File: src/hw/rtl/assert_macros.svh
// ----------------------------------------------------------------------------
// assert_macros.svh
// Assertion helpers shared by the RTL; they expand to nothing in synthesis.
// ----------------------------------------------------------------------------
`ifndef ASSERT_MACROS_SVH
`define ASSERT_MACROS_SVH

`ifndef SYNTHESIS

// Check a property on every rising clock edge outside reset
`define ASSERT_CLK(lbl, clk_sig, rstn_sig, prop, msg) \
    lbl: assert property (@(posedge clk_sig) disable iff (!rstn_sig) (prop)) \
        else $error(msg);

// Check that a condition never holds on a rising clock edge outside reset
`define ASSERT_NEVER(lbl, clk_sig, rstn_sig, cond, msg) \
    lbl: assert property (@(posedge clk_sig) disable iff (!rstn_sig) !(cond)) \
        else $error(msg);

`else

`define ASSERT_CLK(lbl, clk_sig, rstn_sig, prop, msg)
`define ASSERT_NEVER(lbl, clk_sig, rstn_sig, cond, msg)

`endif

`endif

File: src/hw/rtl/gsc_pkg.sv
// ----------------------------------------------------------------------------
// gsc_pkg
// Shared types, register indexes and alphabet helpers for the Gronsfeld
// stream cipher.
// ----------------------------------------------------------------------------
package gsc_pkg;

    // Widths fixed by the item and register formats
    localparam int CODE_W    = 16;
    localparam int KEY_W     = 64;
    localparam int LEN_W     = 5;
    localparam int DIGIT_W   = 4;
    localparam int POS_W     = 4;
    localparam int IDX_W     = 6;
    localparam int CFG_IDX_W = 2;

    localparam int DEFAULT_MAX_KEY_DIGITS = 16;

    // Alphabet: 33 Cyrillic capitals then 24 Latin capitals (no J, no M)
    localparam int ALPHA_SIZE = 57;
    localparam logic [DIGIT_W-1:0] MAX_DIGIT = 4'd9;

    // Configuration register indexes
    localparam logic [CFG_IDX_W-1:0] CFG_KEY_DIGITS   = 2'd0;
    localparam logic [CFG_IDX_W-1:0] CFG_KEY_LENGTH   = 2'd1;
    localparam logic [CFG_IDX_W-1:0] CFG_DECRYPT_MODE = 2'd2;

    // Per-character control handed from the key sequencer to the datapath
    typedef struct packed {
        logic               decrypt;
        logic [DIGIT_W-1:0] shift;
    } key_ctl_t;

    // Result of an alphabet lookup
    typedef struct packed {
        logic             hit;
        logic [IDX_W-1:0] idx;
    } alpha_hit_t;

    localparam logic [CODE_W-1:0] ALPHA_CODES [ALPHA_SIZE] = '{
        16'h0410, 16'h0411, 16'h0412, 16'h0413, 16'h0414, 16'h0415, 16'h0401,
        16'h0416, 16'h0417, 16'h0418, 16'h0419, 16'h041A, 16'h041B, 16'h041C,
        16'h041D, 16'h041E, 16'h041F, 16'h0420, 16'h0421, 16'h0422, 16'h0423,
        16'h0424, 16'h0425, 16'h0426, 16'h0427, 16'h0428, 16'h0429, 16'h042A,
        16'h042B, 16'h042C, 16'h042D, 16'h042E, 16'h042F,
        16'h0041, 16'h0042, 16'h0043, 16'h0044, 16'h0045, 16'h0046, 16'h0047,
        16'h0048, 16'h0049, 16'h004B, 16'h004C, 16'h004E, 16'h004F, 16'h0050,
        16'h0051, 16'h0052, 16'h0053, 16'h0054, 16'h0055, 16'h0056, 16'h0057,
        16'h0058, 16'h0059, 16'h005A
    };

    // Map a code point to its alphabet index by range, without a search
    function automatic alpha_hit_t alpha_lookup(input logic [CODE_W-1:0] code);
        alpha_hit_t res;
        logic [CODE_W-1:0] off;
        res = '0;
        off = '0;
        if (code >= 16'h0410 && code <= 16'h0415) begin
            res.hit = 1'b1;
            off     = code - 16'h0410;
        end else if (code == 16'h0401) begin
            res.hit = 1'b1;
            off     = 16'd6;
        end else if (code >= 16'h0416 && code <= 16'h042F) begin
            res.hit = 1'b1;
            off     = code - 16'h040F;
        end else if (code >= 16'h0041 && code <= 16'h0049) begin
            res.hit = 1'b1;
            off     = code - 16'h0020;
        end else if (code == 16'h004B || code == 16'h004C) begin
            res.hit = 1'b1;
            off     = code - 16'h0021;
        end else if (code >= 16'h004E && code <= 16'h005A) begin
            res.hit = 1'b1;
            off     = code - 16'h0022;
        end
        res.idx = off[IDX_W-1:0];
        return res;
    endfunction

endpackage

File: src/hw/rtl/gsc_key_seq.sv
// ----------------------------------------------------------------------------
// gsc_key_seq
// Configuration registers and key position counter; picks the key digit for
// each accepted character.
// ----------------------------------------------------------------------------
module gsc_key_seq #(
    parameter int MAX_KEY_DIGITS = gsc_pkg::DEFAULT_MAX_KEY_DIGITS
) (
    input  logic                           clk,
    input  logic                           rst_n,
    input  logic                           cfg_write,
    input  logic [gsc_pkg::CFG_IDX_W-1:0]  cfg_index,
    input  logic [gsc_pkg::KEY_W-1:0]      cfg_data,
    input  logic                           accept,
    input  logic                           last,
    output gsc_pkg::key_ctl_t              ctl,
    output logic [gsc_pkg::POS_W-1:0]      key_pos
);

    localparam logic [gsc_pkg::LEN_W-1:0] MaxLen = gsc_pkg::LEN_W'(MAX_KEY_DIGITS);

    logic [gsc_pkg::KEY_W-1:0] key_digits_reg;
    logic [gsc_pkg::LEN_W-1:0] key_length_reg;
    logic                      decrypt_reg;
    logic [gsc_pkg::POS_W-1:0] pos_reg;
    logic [gsc_pkg::POS_W-1:0] pos_next;

    logic [gsc_pkg::LEN_W-1:0]   eff_len;
    logic [gsc_pkg::POS_W-1:0]   pos_use;
    logic [gsc_pkg::LEN_W-1:0]   pos_inc;
    logic [gsc_pkg::DIGIT_W-1:0] digit;

    // Clamp the key length into one..MAX_KEY_DIGITS
    always_comb
    begin
        eff_len = key_length_reg;
        if (eff_len == '0)
            eff_len = gsc_pkg::LEN_W'(1);
        if (eff_len > MaxLen)
            eff_len = MaxLen;
    end

    // Select and clamp the digit for the current position
    always_comb
    begin
        pos_use = pos_reg;
        if ({1'b0, pos_reg} >= eff_len)
            pos_use = '0;
        digit = key_digits_reg[{pos_use, 2'b00} +: gsc_pkg::DIGIT_W];
        ctl.shift   = (digit > gsc_pkg::MAX_DIGIT) ? gsc_pkg::MAX_DIGIT : digit;
        ctl.decrypt = decrypt_reg;
    end

    // Advance the position, wrapping at the key length or after a last beat
    always_comb
    begin
        pos_inc  = {1'b0, pos_use} + gsc_pkg::LEN_W'(1);
        pos_next = pos_reg;
        if (accept)
        begin
            if (pos_inc >= eff_len || last)
                pos_next = '0;
            else
                pos_next = pos_inc[gsc_pkg::POS_W-1:0];
        end
    end

    // Hold configuration and position
    always_ff @(posedge clk or negedge rst_n)
    begin
        if (!rst_n)
        begin
            key_digits_reg <= '0;
            key_length_reg <= gsc_pkg::LEN_W'(1);
            decrypt_reg    <= 1'b0;
            pos_reg        <= '0;
        end
        else
        begin
            pos_reg <= pos_next;
            if (cfg_write)
            begin
                case (cfg_index)
                    gsc_pkg::CFG_KEY_DIGITS:   key_digits_reg <= cfg_data;
                    gsc_pkg::CFG_KEY_LENGTH:   key_length_reg <= cfg_data[gsc_pkg::LEN_W-1:0];
                    gsc_pkg::CFG_DECRYPT_MODE: decrypt_reg    <= cfg_data[0];
                    default: ;
                endcase
            end
        end
    end

    assign key_pos = pos_reg;

endmodule

File: src/hw/rtl/gsc_cipher_pipe.sv
// ----------------------------------------------------------------------------
// gsc_cipher_pipe
// Two-register datapath: input register, then alphabet lookup, modular shift
// and letter decode into the result register.
// ----------------------------------------------------------------------------
module gsc_cipher_pipe (
    input  logic                        clk,
    input  logic                        rst_n,
    input  logic                        in_valid,
    output logic                        in_ready,
    input  logic [gsc_pkg::CODE_W-1:0]  in_code,
    input  logic                        in_last,
    input  gsc_pkg::key_ctl_t           in_ctl,
    output logic                        out_valid,
    input  logic                        out_ready,
    output logic [gsc_pkg::CODE_W-1:0]  out_code,
    output logic                        out_bad,
    output logic                        out_last
);

    localparam logic [gsc_pkg::IDX_W:0] Modulus = (gsc_pkg::IDX_W + 1)'(gsc_pkg::ALPHA_SIZE);

    // Input register
    logic                       s1_valid_reg;
    logic [gsc_pkg::CODE_W-1:0] s1_code_reg;
    logic                       s1_last_reg;
    gsc_pkg::key_ctl_t          s1_ctl_reg;

    // Result register
    logic                       s2_valid_reg;
    logic [gsc_pkg::CODE_W-1:0] s2_code_reg;
    logic                       s2_bad_reg;
    logic                       s2_last_reg;

    logic s2_load;
    logic s1_load;

    gsc_pkg::alpha_hit_t        hit;
    logic [gsc_pkg::IDX_W:0]    sum;
    logic [gsc_pkg::IDX_W:0]    wrapped;
    logic [gsc_pkg::CODE_W-1:0] res_code;

    // Flow control: each stage moves when the one after it has room
    assign s2_load  = s1_valid_reg && (!s2_valid_reg || out_ready);
    assign in_ready = !s1_valid_reg || !s2_valid_reg || out_ready;
    assign s1_load  = in_valid && in_ready;

    // Look up, shift modulo the alphabet size and decode the letter
    always_comb
    begin
        hit = gsc_pkg::alpha_lookup(s1_code_reg);
        if (s1_ctl_reg.decrypt)
            sum = {1'b0, hit.idx} + Modulus - (gsc_pkg::IDX_W + 1)'(s1_ctl_reg.shift);
        else
            sum = {1'b0, hit.idx} + (gsc_pkg::IDX_W + 1)'(s1_ctl_reg.shift);
        wrapped = (sum >= Modulus) ? sum - Modulus : sum;
        if (hit.hit)
            res_code = gsc_pkg::ALPHA_CODES[wrapped[gsc_pkg::IDX_W-1:0]];
        else
            res_code = s1_code_reg;
    end

    // Valid flags
    always_ff @(posedge clk or negedge rst_n)
    begin
        if (!rst_n)
        begin
            s1_valid_reg <= 1'b0;
            s2_valid_reg <= 1'b0;
        end
        else
        begin
            if (in_ready)
                s1_valid_reg <= in_valid;
            if (!s2_valid_reg || out_ready)
                s2_valid_reg <= s1_valid_reg;
        end
    end

    // Payload registers
    always_ff @(posedge clk)
    begin
        if (s1_load)
        begin
            s1_code_reg <= in_code;
            s1_last_reg <= in_last;
            s1_ctl_reg  <= in_ctl;
        end
        if (s2_load)
        begin
            s2_code_reg <= res_code;
            s2_bad_reg  <= !hit.hit;
            s2_last_reg <= s1_last_reg;
        end
    end

    assign out_valid = s2_valid_reg;
    assign out_code  = s2_code_reg;
    assign out_bad   = s2_bad_reg;
    assign out_last  = s2_last_reg;

endmodule

File: src/hw/rtl/gronsfeld_stream_cipher.sv
// ----------------------------------------------------------------------------
// gronsfeld_stream_cipher
// Gronsfeld digit-key cipher over a 57-letter Cyrillic and Latin alphabet.
// ----------------------------------------------------------------------------
// The block takes one character per cycle while the output is taken every
// cycle, and each result passes through the input register and then the
// result register, which lie around the lookup and modular add. Each beat's
// key digit is chosen at input time from the key position, which wraps at
// key_length and returns to zero after a tlast beat. A letter outside the
// alphabet comes back unchanged with tuser set and still uses up a key
// digit. Write configuration only while no beat is in flight; cfg_ready is
// always high and indexes beyond the register list are ignored.
// ----------------------------------------------------------------------------
`include "assert_macros.svh"

module gronsfeld_stream_cipher #(
    parameter int MAX_KEY_DIGITS = gsc_pkg::DEFAULT_MAX_KEY_DIGITS
) (
    input  logic                           clk,
    input  logic                           rst_n,
    // Configuration write channel
    input  logic                           cfg_valid,
    output logic                           cfg_ready,
    input  logic [gsc_pkg::CFG_IDX_W-1:0]  cfg_index,
    input  logic [gsc_pkg::KEY_W-1:0]      cfg_data,
    // Input stream
    input  logic                           s_tvalid,
    output logic                           s_tready,
    input  logic [gsc_pkg::CODE_W-1:0]     s_tdata,   // [15:0] char_code
    input  logic                           s_tlast,
    // Output stream
    output logic                           m_tvalid,
    input  logic                           m_tready,
    output logic [gsc_pkg::CODE_W-1:0]     m_tdata,   // [15:0] out_code
    output logic                           m_tuser,   // [0] bad_char
    output logic                           m_tlast
);

    gsc_pkg::key_ctl_t          key_ctl;
    logic [gsc_pkg::POS_W-1:0]  key_pos;
    logic                       in_accept;
    gsc_pkg::alpha_hit_t        out_hit;

    assign cfg_ready = 1'b1;
    assign in_accept = s_tvalid && s_tready;

    // Key sequencing and configuration
    gsc_key_seq #(
        .MAX_KEY_DIGITS (MAX_KEY_DIGITS)
    ) u_key_seq (
        .clk       (clk),
        .rst_n     (rst_n),
        .cfg_write (cfg_valid && cfg_ready),
        .cfg_index (cfg_index),
        .cfg_data  (cfg_data),
        .accept    (in_accept),
        .last      (s_tlast),
        .ctl       (key_ctl),
        .key_pos   (key_pos)
    );

    // Cipher datapath
    gsc_cipher_pipe u_pipe (
        .clk       (clk),
        .rst_n     (rst_n),
        .in_valid  (s_tvalid),
        .in_ready  (s_tready),
        .in_code   (s_tdata),
        .in_last   (s_tlast),
        .in_ctl    (key_ctl),
        .out_valid (m_tvalid),
        .out_ready (m_tready),
        .out_code  (m_tdata),
        .out_bad   (m_tuser),
        .out_last  (m_tlast)
    );

    assign out_hit = gsc_pkg::alpha_lookup(m_tdata);

    // A tlast beat sends the key back to its first digit
    `ASSERT_CLK(a_last_rewinds, clk, rst_n, in_accept && s_tlast |=> key_pos == '0, "key position not rewound after last beat")
    // The shift never exceeds nine
    `ASSERT_NEVER(a_shift_clamped, clk, rst_n, key_ctl.shift > gsc_pkg::MAX_DIGIT, "key digit above nine")
    // A good beat always leaves as a letter of the alphabet
    `ASSERT_CLK(a_good_in_alpha, clk, rst_n, m_tvalid && !m_tuser |-> out_hit.hit, "result letter outside alphabet")
    // Input stalls only behind a stalled output
    `ASSERT_CLK(a_stall_cause, clk, rst_n, !s_tready |-> m_tvalid && !m_tready, "input stalled with free output")

endmodule
File: config.mk
export PLATFORM = sky130hd
export DESIGN_NAME = gronsfeld_stream_cipher
export DESIGN_NICKNAME = d
export VERILOG_FILES = /design/src/hw/rtl/gsc_pkg.sv /design/src/hw/rtl/gsc_key_seq.sv /design/src/hw/rtl/gsc_cipher_pipe.sv /design/src/hw/rtl/gronsfeld_stream_cipher.sv
export VERILOG_INCLUDE_DIRS = /design/src /design/src/hw/rtl
export SDC_FILE = /design/constraint.sdc
export NUM_CORES = 1
export LEC_CHECK = 0
export ABC_AREA = 1
export CAP_MARGIN = 0
export CORE_MARGIN = 8
export CORE_UTILIZATION = 62
export DETAILED_ROUTE_END_ITERATION = 10
export DONT_BUFFER_PORTS = 1
export GPL_TIMING_DRIVEN = 0
export PLACE_DENSITY = 0.89
export SLEW_MARGIN = 20
export SYNTH_ARGS = -nofsm -noshare
export SYNTH_HDL_FRONTEND = slang
export SYNTH_HIERARCHICAL = 1
export SYNTH_SLANG_ARGS = --single-unit
File: constraint.sdc
create_clock -name clk -period 14.55 [get_ports clk]
set_input_delay 1.455 -clock clk [delete_from_list [all_inputs] [get_ports clk]]
set_output_delay 1.455 -clock clk [all_outputs]
set_load 0.05 [all_outputs]
==> metrics.txt, run 1 <==
Worst path most repeated cell nand2_1; CTS Hold Bufs 0; Final period util 0.432; CTS clk-pin slew, worst paths 0.06 ns; DP HPWL 13.6 mm; Post-Synthesis Cells 883; Worst Setup End Kind register; endpoints failing hold 0; Post-Syn Nets 1018; distinct cell type count after synthesis 55; synth-to-layout area growth 10.1%; fillers 877; Setup CP Type reg2reg; commonest non-fill, non-tap cell in the layout nand2_1; Die Ht 127 um; WL final 18.8 mm; post-CTS setup buffer count 0; cells on worst reg2reg path 35; post-synthesis cell area 7650 um^2; hold path startpoint u_pipe/s1_last_reg$_DFFE_PP_; first-pass GRT wire length 30.7 mm; Worst Max-Slew Pin Slew 0.705 ns; final setup fails 0; skew final 0.0103 ns; GRT Total Usage 0.240; share of the synthesized area in the top cell type 0.245; Top FF cell, synth dfrtp_1; Die Area 16100 um^2; worst r2r dst u_pipe/out_code[2]$_DFFE_PP_; Rows 40; max reg flops 64; HP Class reg2reg; Design Power 1.30 mW; Rel. slew slack 0.530; grt total ovfl 0; Port Buffers 0; fin nets 1039; Min Hold Slack 0.468 ns; largest net degree at the start of global routing 77; Hold EP u_pipe/out_last$_DFFE_PP_; CP arrival 6.46 ns; CTS Root Cell clkbuf_16; Slowest-stage cell, CP edfxtp_1; Initial Utilization 0.637; commonest non-fill, non-tap cells in the layout nand2_1, inv_1, nand3_1; worst reg2reg path startpoint u_pipe/s1_code_reg[4]$_DFFE_PP_; Seq/Total Area, Yosys 0.406; Syn Area/Cell 8.66 um^2; Via density 5.83; final worst path period need 6.28 ns; largest area contributor in the netlist dfrtp_1; PD cells 155 nW/um^2; CTS max path bufs 2; H-tree Lvls 4; via count 6206; vias in the first global route 6217; Worst Hold Depth 0; Data required, critical path 14.73 ns; Critical Path Max Stage Delay 0.42 ns; Area contributors post-synth dfrtp_1, edfxtp_1, nand2_1; layout cells sized above 1 0.201; Residual DRC 0; PostCTS Resize Cnt 0; Starting DRT DRC Count 642; Num CTS Buffers 17; yosys warns 6; Post-synth EDFFs 40; clk sinks 116; Routed Antenna Nets 0; CTS tree built; drt pass-1 iters 5; Max FO, Critical Path 10; Layout Utilization 0.701; async set or reset register ratio after synthesis 0.655; Setup crit start kind register; number of synthesized register bits 116; fin. max-slew vios 0; Fmax achieved 159 MHz; routability cong. 0.929; I/O pin count 109; setup TNS 0 ns; Max VDD drop 0.109 mV; Clock Latency Late Sink 0.42 ns; initial antenna violation count 0; Pleak 3.93 nW; status finished clean; die width 127 um; Max-Cap Viols 0; RSZ-0062 raised after global routing no; Placed Cells 1032; WL/cell 17.6 um; Worst R2R Setup Slack 8.27 ns; Layout Cells excl Fill 1065; Core ar. 12000 um^2
report_power, final:
part	leakage [nW]	switching (mW)	total [mW]	internal, mW
Clock	0.279	0.148	0.386	0.238
Sequential	1.28	0.0451	0.438	0.393
Combinational	2.37	0.304	0.478	0.175
Total	3.93	0.496	1.30	0.806
layer usage:
layer	track usage	vias to the layer above	wire length, um
li1	-	2974	-
met1	0.253	2880	7360
met2	0.407	291	9150
met3	0.0923	61	1580
met4	0.129	0	707
met5	0	-	0
worst max-delay path, delay by kind of cell (launching register included):
family                   cells  cell delay [ns]
AO/OA/AOI/OAI                6             1.18
flip-flops                   1             0.42
adder cells (fa/ha/maj)      5             1.55
buffers and inverters        6             0.94
AND/OR/NAND/NOR             17             1.52
XOR/XNOR                     1             0.42
stage by stage:
step	worst slack [ns]	area, um^2
2_1_floorplan	9.35	7650
3_3_place_gp	8.53	7830
3_5_place_dp	8.38	7860
4_1_cts	8.35	8420
5_1_grt	7.63	8420
6_report	8.27	8420
cell usage after synthesis (2+ instances only):
master	instances
mux2_2	49
nor2_4	8
clkbuf_1	20
edfxtp_1	40
a31oi_1	3
nand2_1	179
o22ai_1	3
nand3b_1	9
o21ai_1	15
inv_4	2
o2111ai_1	3
nand3_2	10
a211oi_1	2
nor2_1	68
dfrtp_1	75
o21ai_0	28
clkinv_1	3
buf_4	7
o211ai_1	4
o21ai_2	2
xor2_1	11
nand3_1	82
ha_1	45
buf_8	2
inv_2	15
nand2_2	22
a21oi_2	3
nand2_4	10
nor3_1	3
nand4_1	9
buf_2	2
nor2_2	6
fa_1	2
inv_1	84
buf_6	4
or2_2	2
a21oi_1	32
o221ai_1	2
cell type report:
cell class | instances | area, um^2 | share of cell area
Tap cell | 147 | 184 | 0.0218
Clock buffer | 22 | 487 | 0.0578
Clock inverter | 10 | 70.1 | 0.00832
Antenna cell | 1 | 2.50 | 0.000297
Sequential cell | 116 | 3100 | 0.369
Inverter | 104 | 395 | 0.0469
Multi-Input combinational cell | 628 | 3940 | 0.468
Timing Repair Buffer | 2 | 22.5 | 0.00267
Buffer | 35 | 213 | 0.0253
logic make-up after synthesis:
| group | Yosys count | synth area share |
|---|---|---|
| AOI/OAI and AO/OA | 103 | 0.0793 |
| xor gates and xnor gates | 13 | 0.0159 |
| adders and majority gates | 47 | 0.0788 |
| buffers and inverters | 139 | 0.0795 |
| DFF | 116 | 0.406 |
| muxes | 49 | 0.0721 |
| other | 1 | 0.000490 |
| and+or+nand+nor | 415 | 0.268 |
how the worst max path moves through the flow:
stage,from,endpoint,slack [ns],depth (start not counted)
2_1_floorplan,u_pipe/s1_code_reg[4]$_DFFE_PP_,u_pipe/out_code[2]$_DFFE_PP_,9.35,35
3_3_place_gp,u_pipe/s1_code_reg[4]$_DFFE_PP_,u_pipe/out_code[2]$_DFFE_PP_,8.53,35
3_5_place_dp,u_pipe/s1_code_reg[4]$_DFFE_PP_,u_pipe/out_code[2]$_DFFE_PP_,8.38,35
4_1_cts,u_pipe/s1_code_reg[4]$_DFFE_PP_,u_pipe/out_code[2]$_DFFE_PP_,8.35,35
5_1_grt,u_pipe/s1_code_reg[4]$_DFFE_PP_,u_pipe/out_code[2]$_DFFE_PP_,7.63,33
6_report,u_pipe/s1_code_reg[4]$_DFFE_PP_,u_pipe/out_code[2]$_DFFE_PP_,8.27,35
No activity file was read; power rests on OpenSTA's default activity.
==> run 2: changes to the inputs <==
==> constraint.sdc (replaced) <==
create_clock -name clk -period 5.81 [get_ports clk]
set_input_delay 0.581 -clock clk [delete_from_list [all_inputs] [get_ports clk]]
set_output_delay 0.581 -clock clk [all_outputs]
set_load 0.05 [all_outputs]
==> run 2 against run 1 <==
Compared with the run above:
- non-clock buffer count up 12
- wire length up 3.1%
- final area up 2.4%
- total power rose to 2.6 times the previous value
- clock-buffer cell count unchanged
- via count up 2.4%
- register-to-register slack worse by 7.9 ns
==> metrics.txt, run 2 (synthesis results as in run 1) <==
WL/cell 18.0 um (was 17.6 um); Worst path most repeated cell nand2_1 (unchanged); CP arrival 5.66 ns (was 6.46 ns); die width 127 um (unchanged); GRT Total Usage 0.243 (was 0.240); Clock Latency Late Sink 0.42 ns (about the same); max reg flops 64 (unchanged); PD cells 387 nW/um^2 (was 155 nW/um^2); Core ar. 12000 um^2 (unchanged); CTS Root Cell clkbuf_16 (unchanged); status finished clean (unchanged); commonest non-fill, non-tap cell in the layout nand2_1 (unchanged); Die Ht 127 um (unchanged); Routed Antenna Nets 0 (unchanged); DP HPWL 13.6 mm (unchanged); final setup fails 0 (unchanged); Port Buffers 0 (unchanged); WL final 19.4 mm (was 18.8 mm); Post-Layout Inst Area 8620 um^2 (was 8420 um^2); Residual DRC 0 (unchanged); Initial Utilization 0.637 (unchanged); first-pass GRT wire length 31.0 mm (was 30.7 mm); synth-to-layout area growth 12.7% (was 10.1%); Critical Path Max Stage Delay 0.43 ns (was 0.42 ns); CTS max path bufs 2 (unchanged); vias in the first global route 6213 (was 6217); fin nets 1051 (was 1039); Worst Setup End Kind register (unchanged); Cell Area, Placed 7860 um^2 (unchanged); endpoints failing hold 0 (unchanged); Pleak 4.00 nW (was 3.93 nW); Final period util 0.944 (was 0.432); fillers 841 (was 877); Design Power 3.34 mW (was 1.30 mW); pre-CTS WS -0.365 ns (was 8.38 ns); CTS clk-pin slew, worst paths 0.06 ns (about the same); Slowest-stage cell, CP fa_1 (was edfxtp_1); clk sinks 116 (unchanged); Layout Utilization 0.718 (was 0.701); Fmax achieved 182 MHz (was 159 MHz); Rel. slew slack 0.536 (was 0.530); CTS tree built (unchanged); Worst Max-Slew Pin Slew 0.696 ns (was 0.705 ns); routability cong. 0.929 (unchanged); Via density 5.90 (was 5.83); worst reg2reg path startpoint u_pipe/s1_code_reg[4]$_DFFE_PP_ (unchanged); initial antenna violation count 0 (unchanged); Die Area 16100 um^2 (unchanged); fin. max-slew vios 0 (unchanged); final worst path period need 5.49 ns (was 6.28 ns); grt total ovfl 0 (unchanged); H-tree Lvls 4 (unchanged); drt pass-1 iters 6 (was 5); layout cells sized above 1 0.226 (was 0.201); Crit. Startpoint u_pipe/s1_code_reg[4]$_DFFE_PP_ (unchanged); Starting DRT DRC Count 674 (was 642); Max VDD drop 0.280 mV (was 0.109 mV); Num CTS Buffers 17 (unchanged); HP Class in2async (was reg2reg); via count 6355 (was 6206); Max-Cap Viols 0 (unchanged); I/O pin count 109 (unchanged); Setup CP Type reg2reg (unchanged); Setup crit start kind register (unchanged); final setup margin 0.323 ns (was 8.27 ns); Rows 40 (unchanged); commonest non-fill, non-tap cells in the layout nand2_1, nand3_1, inv_1 (was nand2_1, inv_1, nand3_1); Max FO, Critical Path 10 (unchanged); skew final 0.0127 ns (was 0.0103 ns); Data required, critical path 5.99 ns (was 14.73 ns); largest net degree at the start of global routing 77 (unchanged)
-- run 2: cell types whose count changed in the layout (fill, tap and decap cells not counted), moves of 2 or more --
cell	change
inv_2	+2
inv_1	-4
o21ai_2	+2
o21ai_0	-3
buf_4	+11
ha_1	-3
ha_4	+2
-- run 2: critical path, delay by kind of cell (launching register included) --
| family | cells | cell delay [ns] |
|---|---|---|
| adder cells (fa/ha/maj) | 5 | 1.33 |
| XOR/XNOR | 2 | 0.44 |
| buffers and inverters | 6 | 0.72 |
| flip-flops | 1 | 0.42 |
| AND/OR/NAND/NOR | 16 | 1.44 |
| AO/OA/AOI/OAI | 6 | 0.89 |
-- run 2: per-layer routing --
metal,share of wire,global-route usage,vias to the layer above
met5,0,0,-
met4,0.036,0.134,0
met3,0.087,0.0903,62
met2,0.49,0.413,313
met1,0.39,0.256,2987
li1,-,-,2993
-- run 2: path summary, 6_finish.rpt --
check / to / slack [ns] / depth (start not counted)
min in group clk: u_pipe/s1_code_reg[2]$_DFFE_PP_ / 0.26 / 0
min: u_key_seq/key_digits_reg[11]$_DFFE_PN0P_ / 0.05 / 1
min reg2reg: u_pipe/out_last$_DFFE_PP_ / 0.47 / 0
max: u_pipe/out_code[2]$_DFFE_PP_ / 0.32 / 35
max reg2reg: u_pipe/out_code[2]$_DFFE_PP_ / 0.32 / 35
max in group asynchronous: u_key_seq/key_length_reg[0]$_DFFE_PN1P_ / 5.44 / 1
-- run 2: area by class of cell --
| class | instances | area (um^2) | area share |
|---|---|---|---|
| Antenna cell | 1 | 2.50 | 0.000290 |
| Inverter | 104 | 402 | 0.0466 |
| Clock buffer | 22 | 487 | 0.0565 |
| Sequential cell | 116 | 3100 | 0.360 |
| Clock inverter | 10 | 70.1 | 0.00813 |
| Timing Repair Buffer | 14 | 145 | 0.0168 |
| Buffer | 35 | 216 | 0.0251 |
| Multi-Input combinational cell | 628 | 4010 | 0.465 |
| Tap cell | 147 | 184 | 0.0213 |
-- run 2: report_power, final --
part / leakage (nW) / switching [mW] / internal [mW]
registers: 1.28 / 0.114 / 0.984
clock network: 0.279 / 0.373 / 0.596
logic: 2.44 / 0.799 / 0.472
-- run 2: through the flow --
stage / hold WS (ns) / setup TNS (ns) / instances
floorplan: 0.285 / 0 / 883
global placement: 0.288 / -0.678 / 1030
detailed placement: 0.288 / -2.02 / 1032
CTS: 0.0572 / 0 / 1070
global route: 0.0681 / -0.106 / 1076
finish: 0.0528 / 0 / 1077
-- run 2: timing repair --
| item | CTS | global route |
|---|---|---|
| endpoints found under the hold margin | 76 | 0 |
| setup endpoints to repair | 8 | 8 |
| gates resized for setup | 6 | 20 |
| pin swaps | 1 | 3 |
| setup buffers | 5 | 6 |
| hold buffers | 1 | 0 |
| cloned | 0 | 0 |
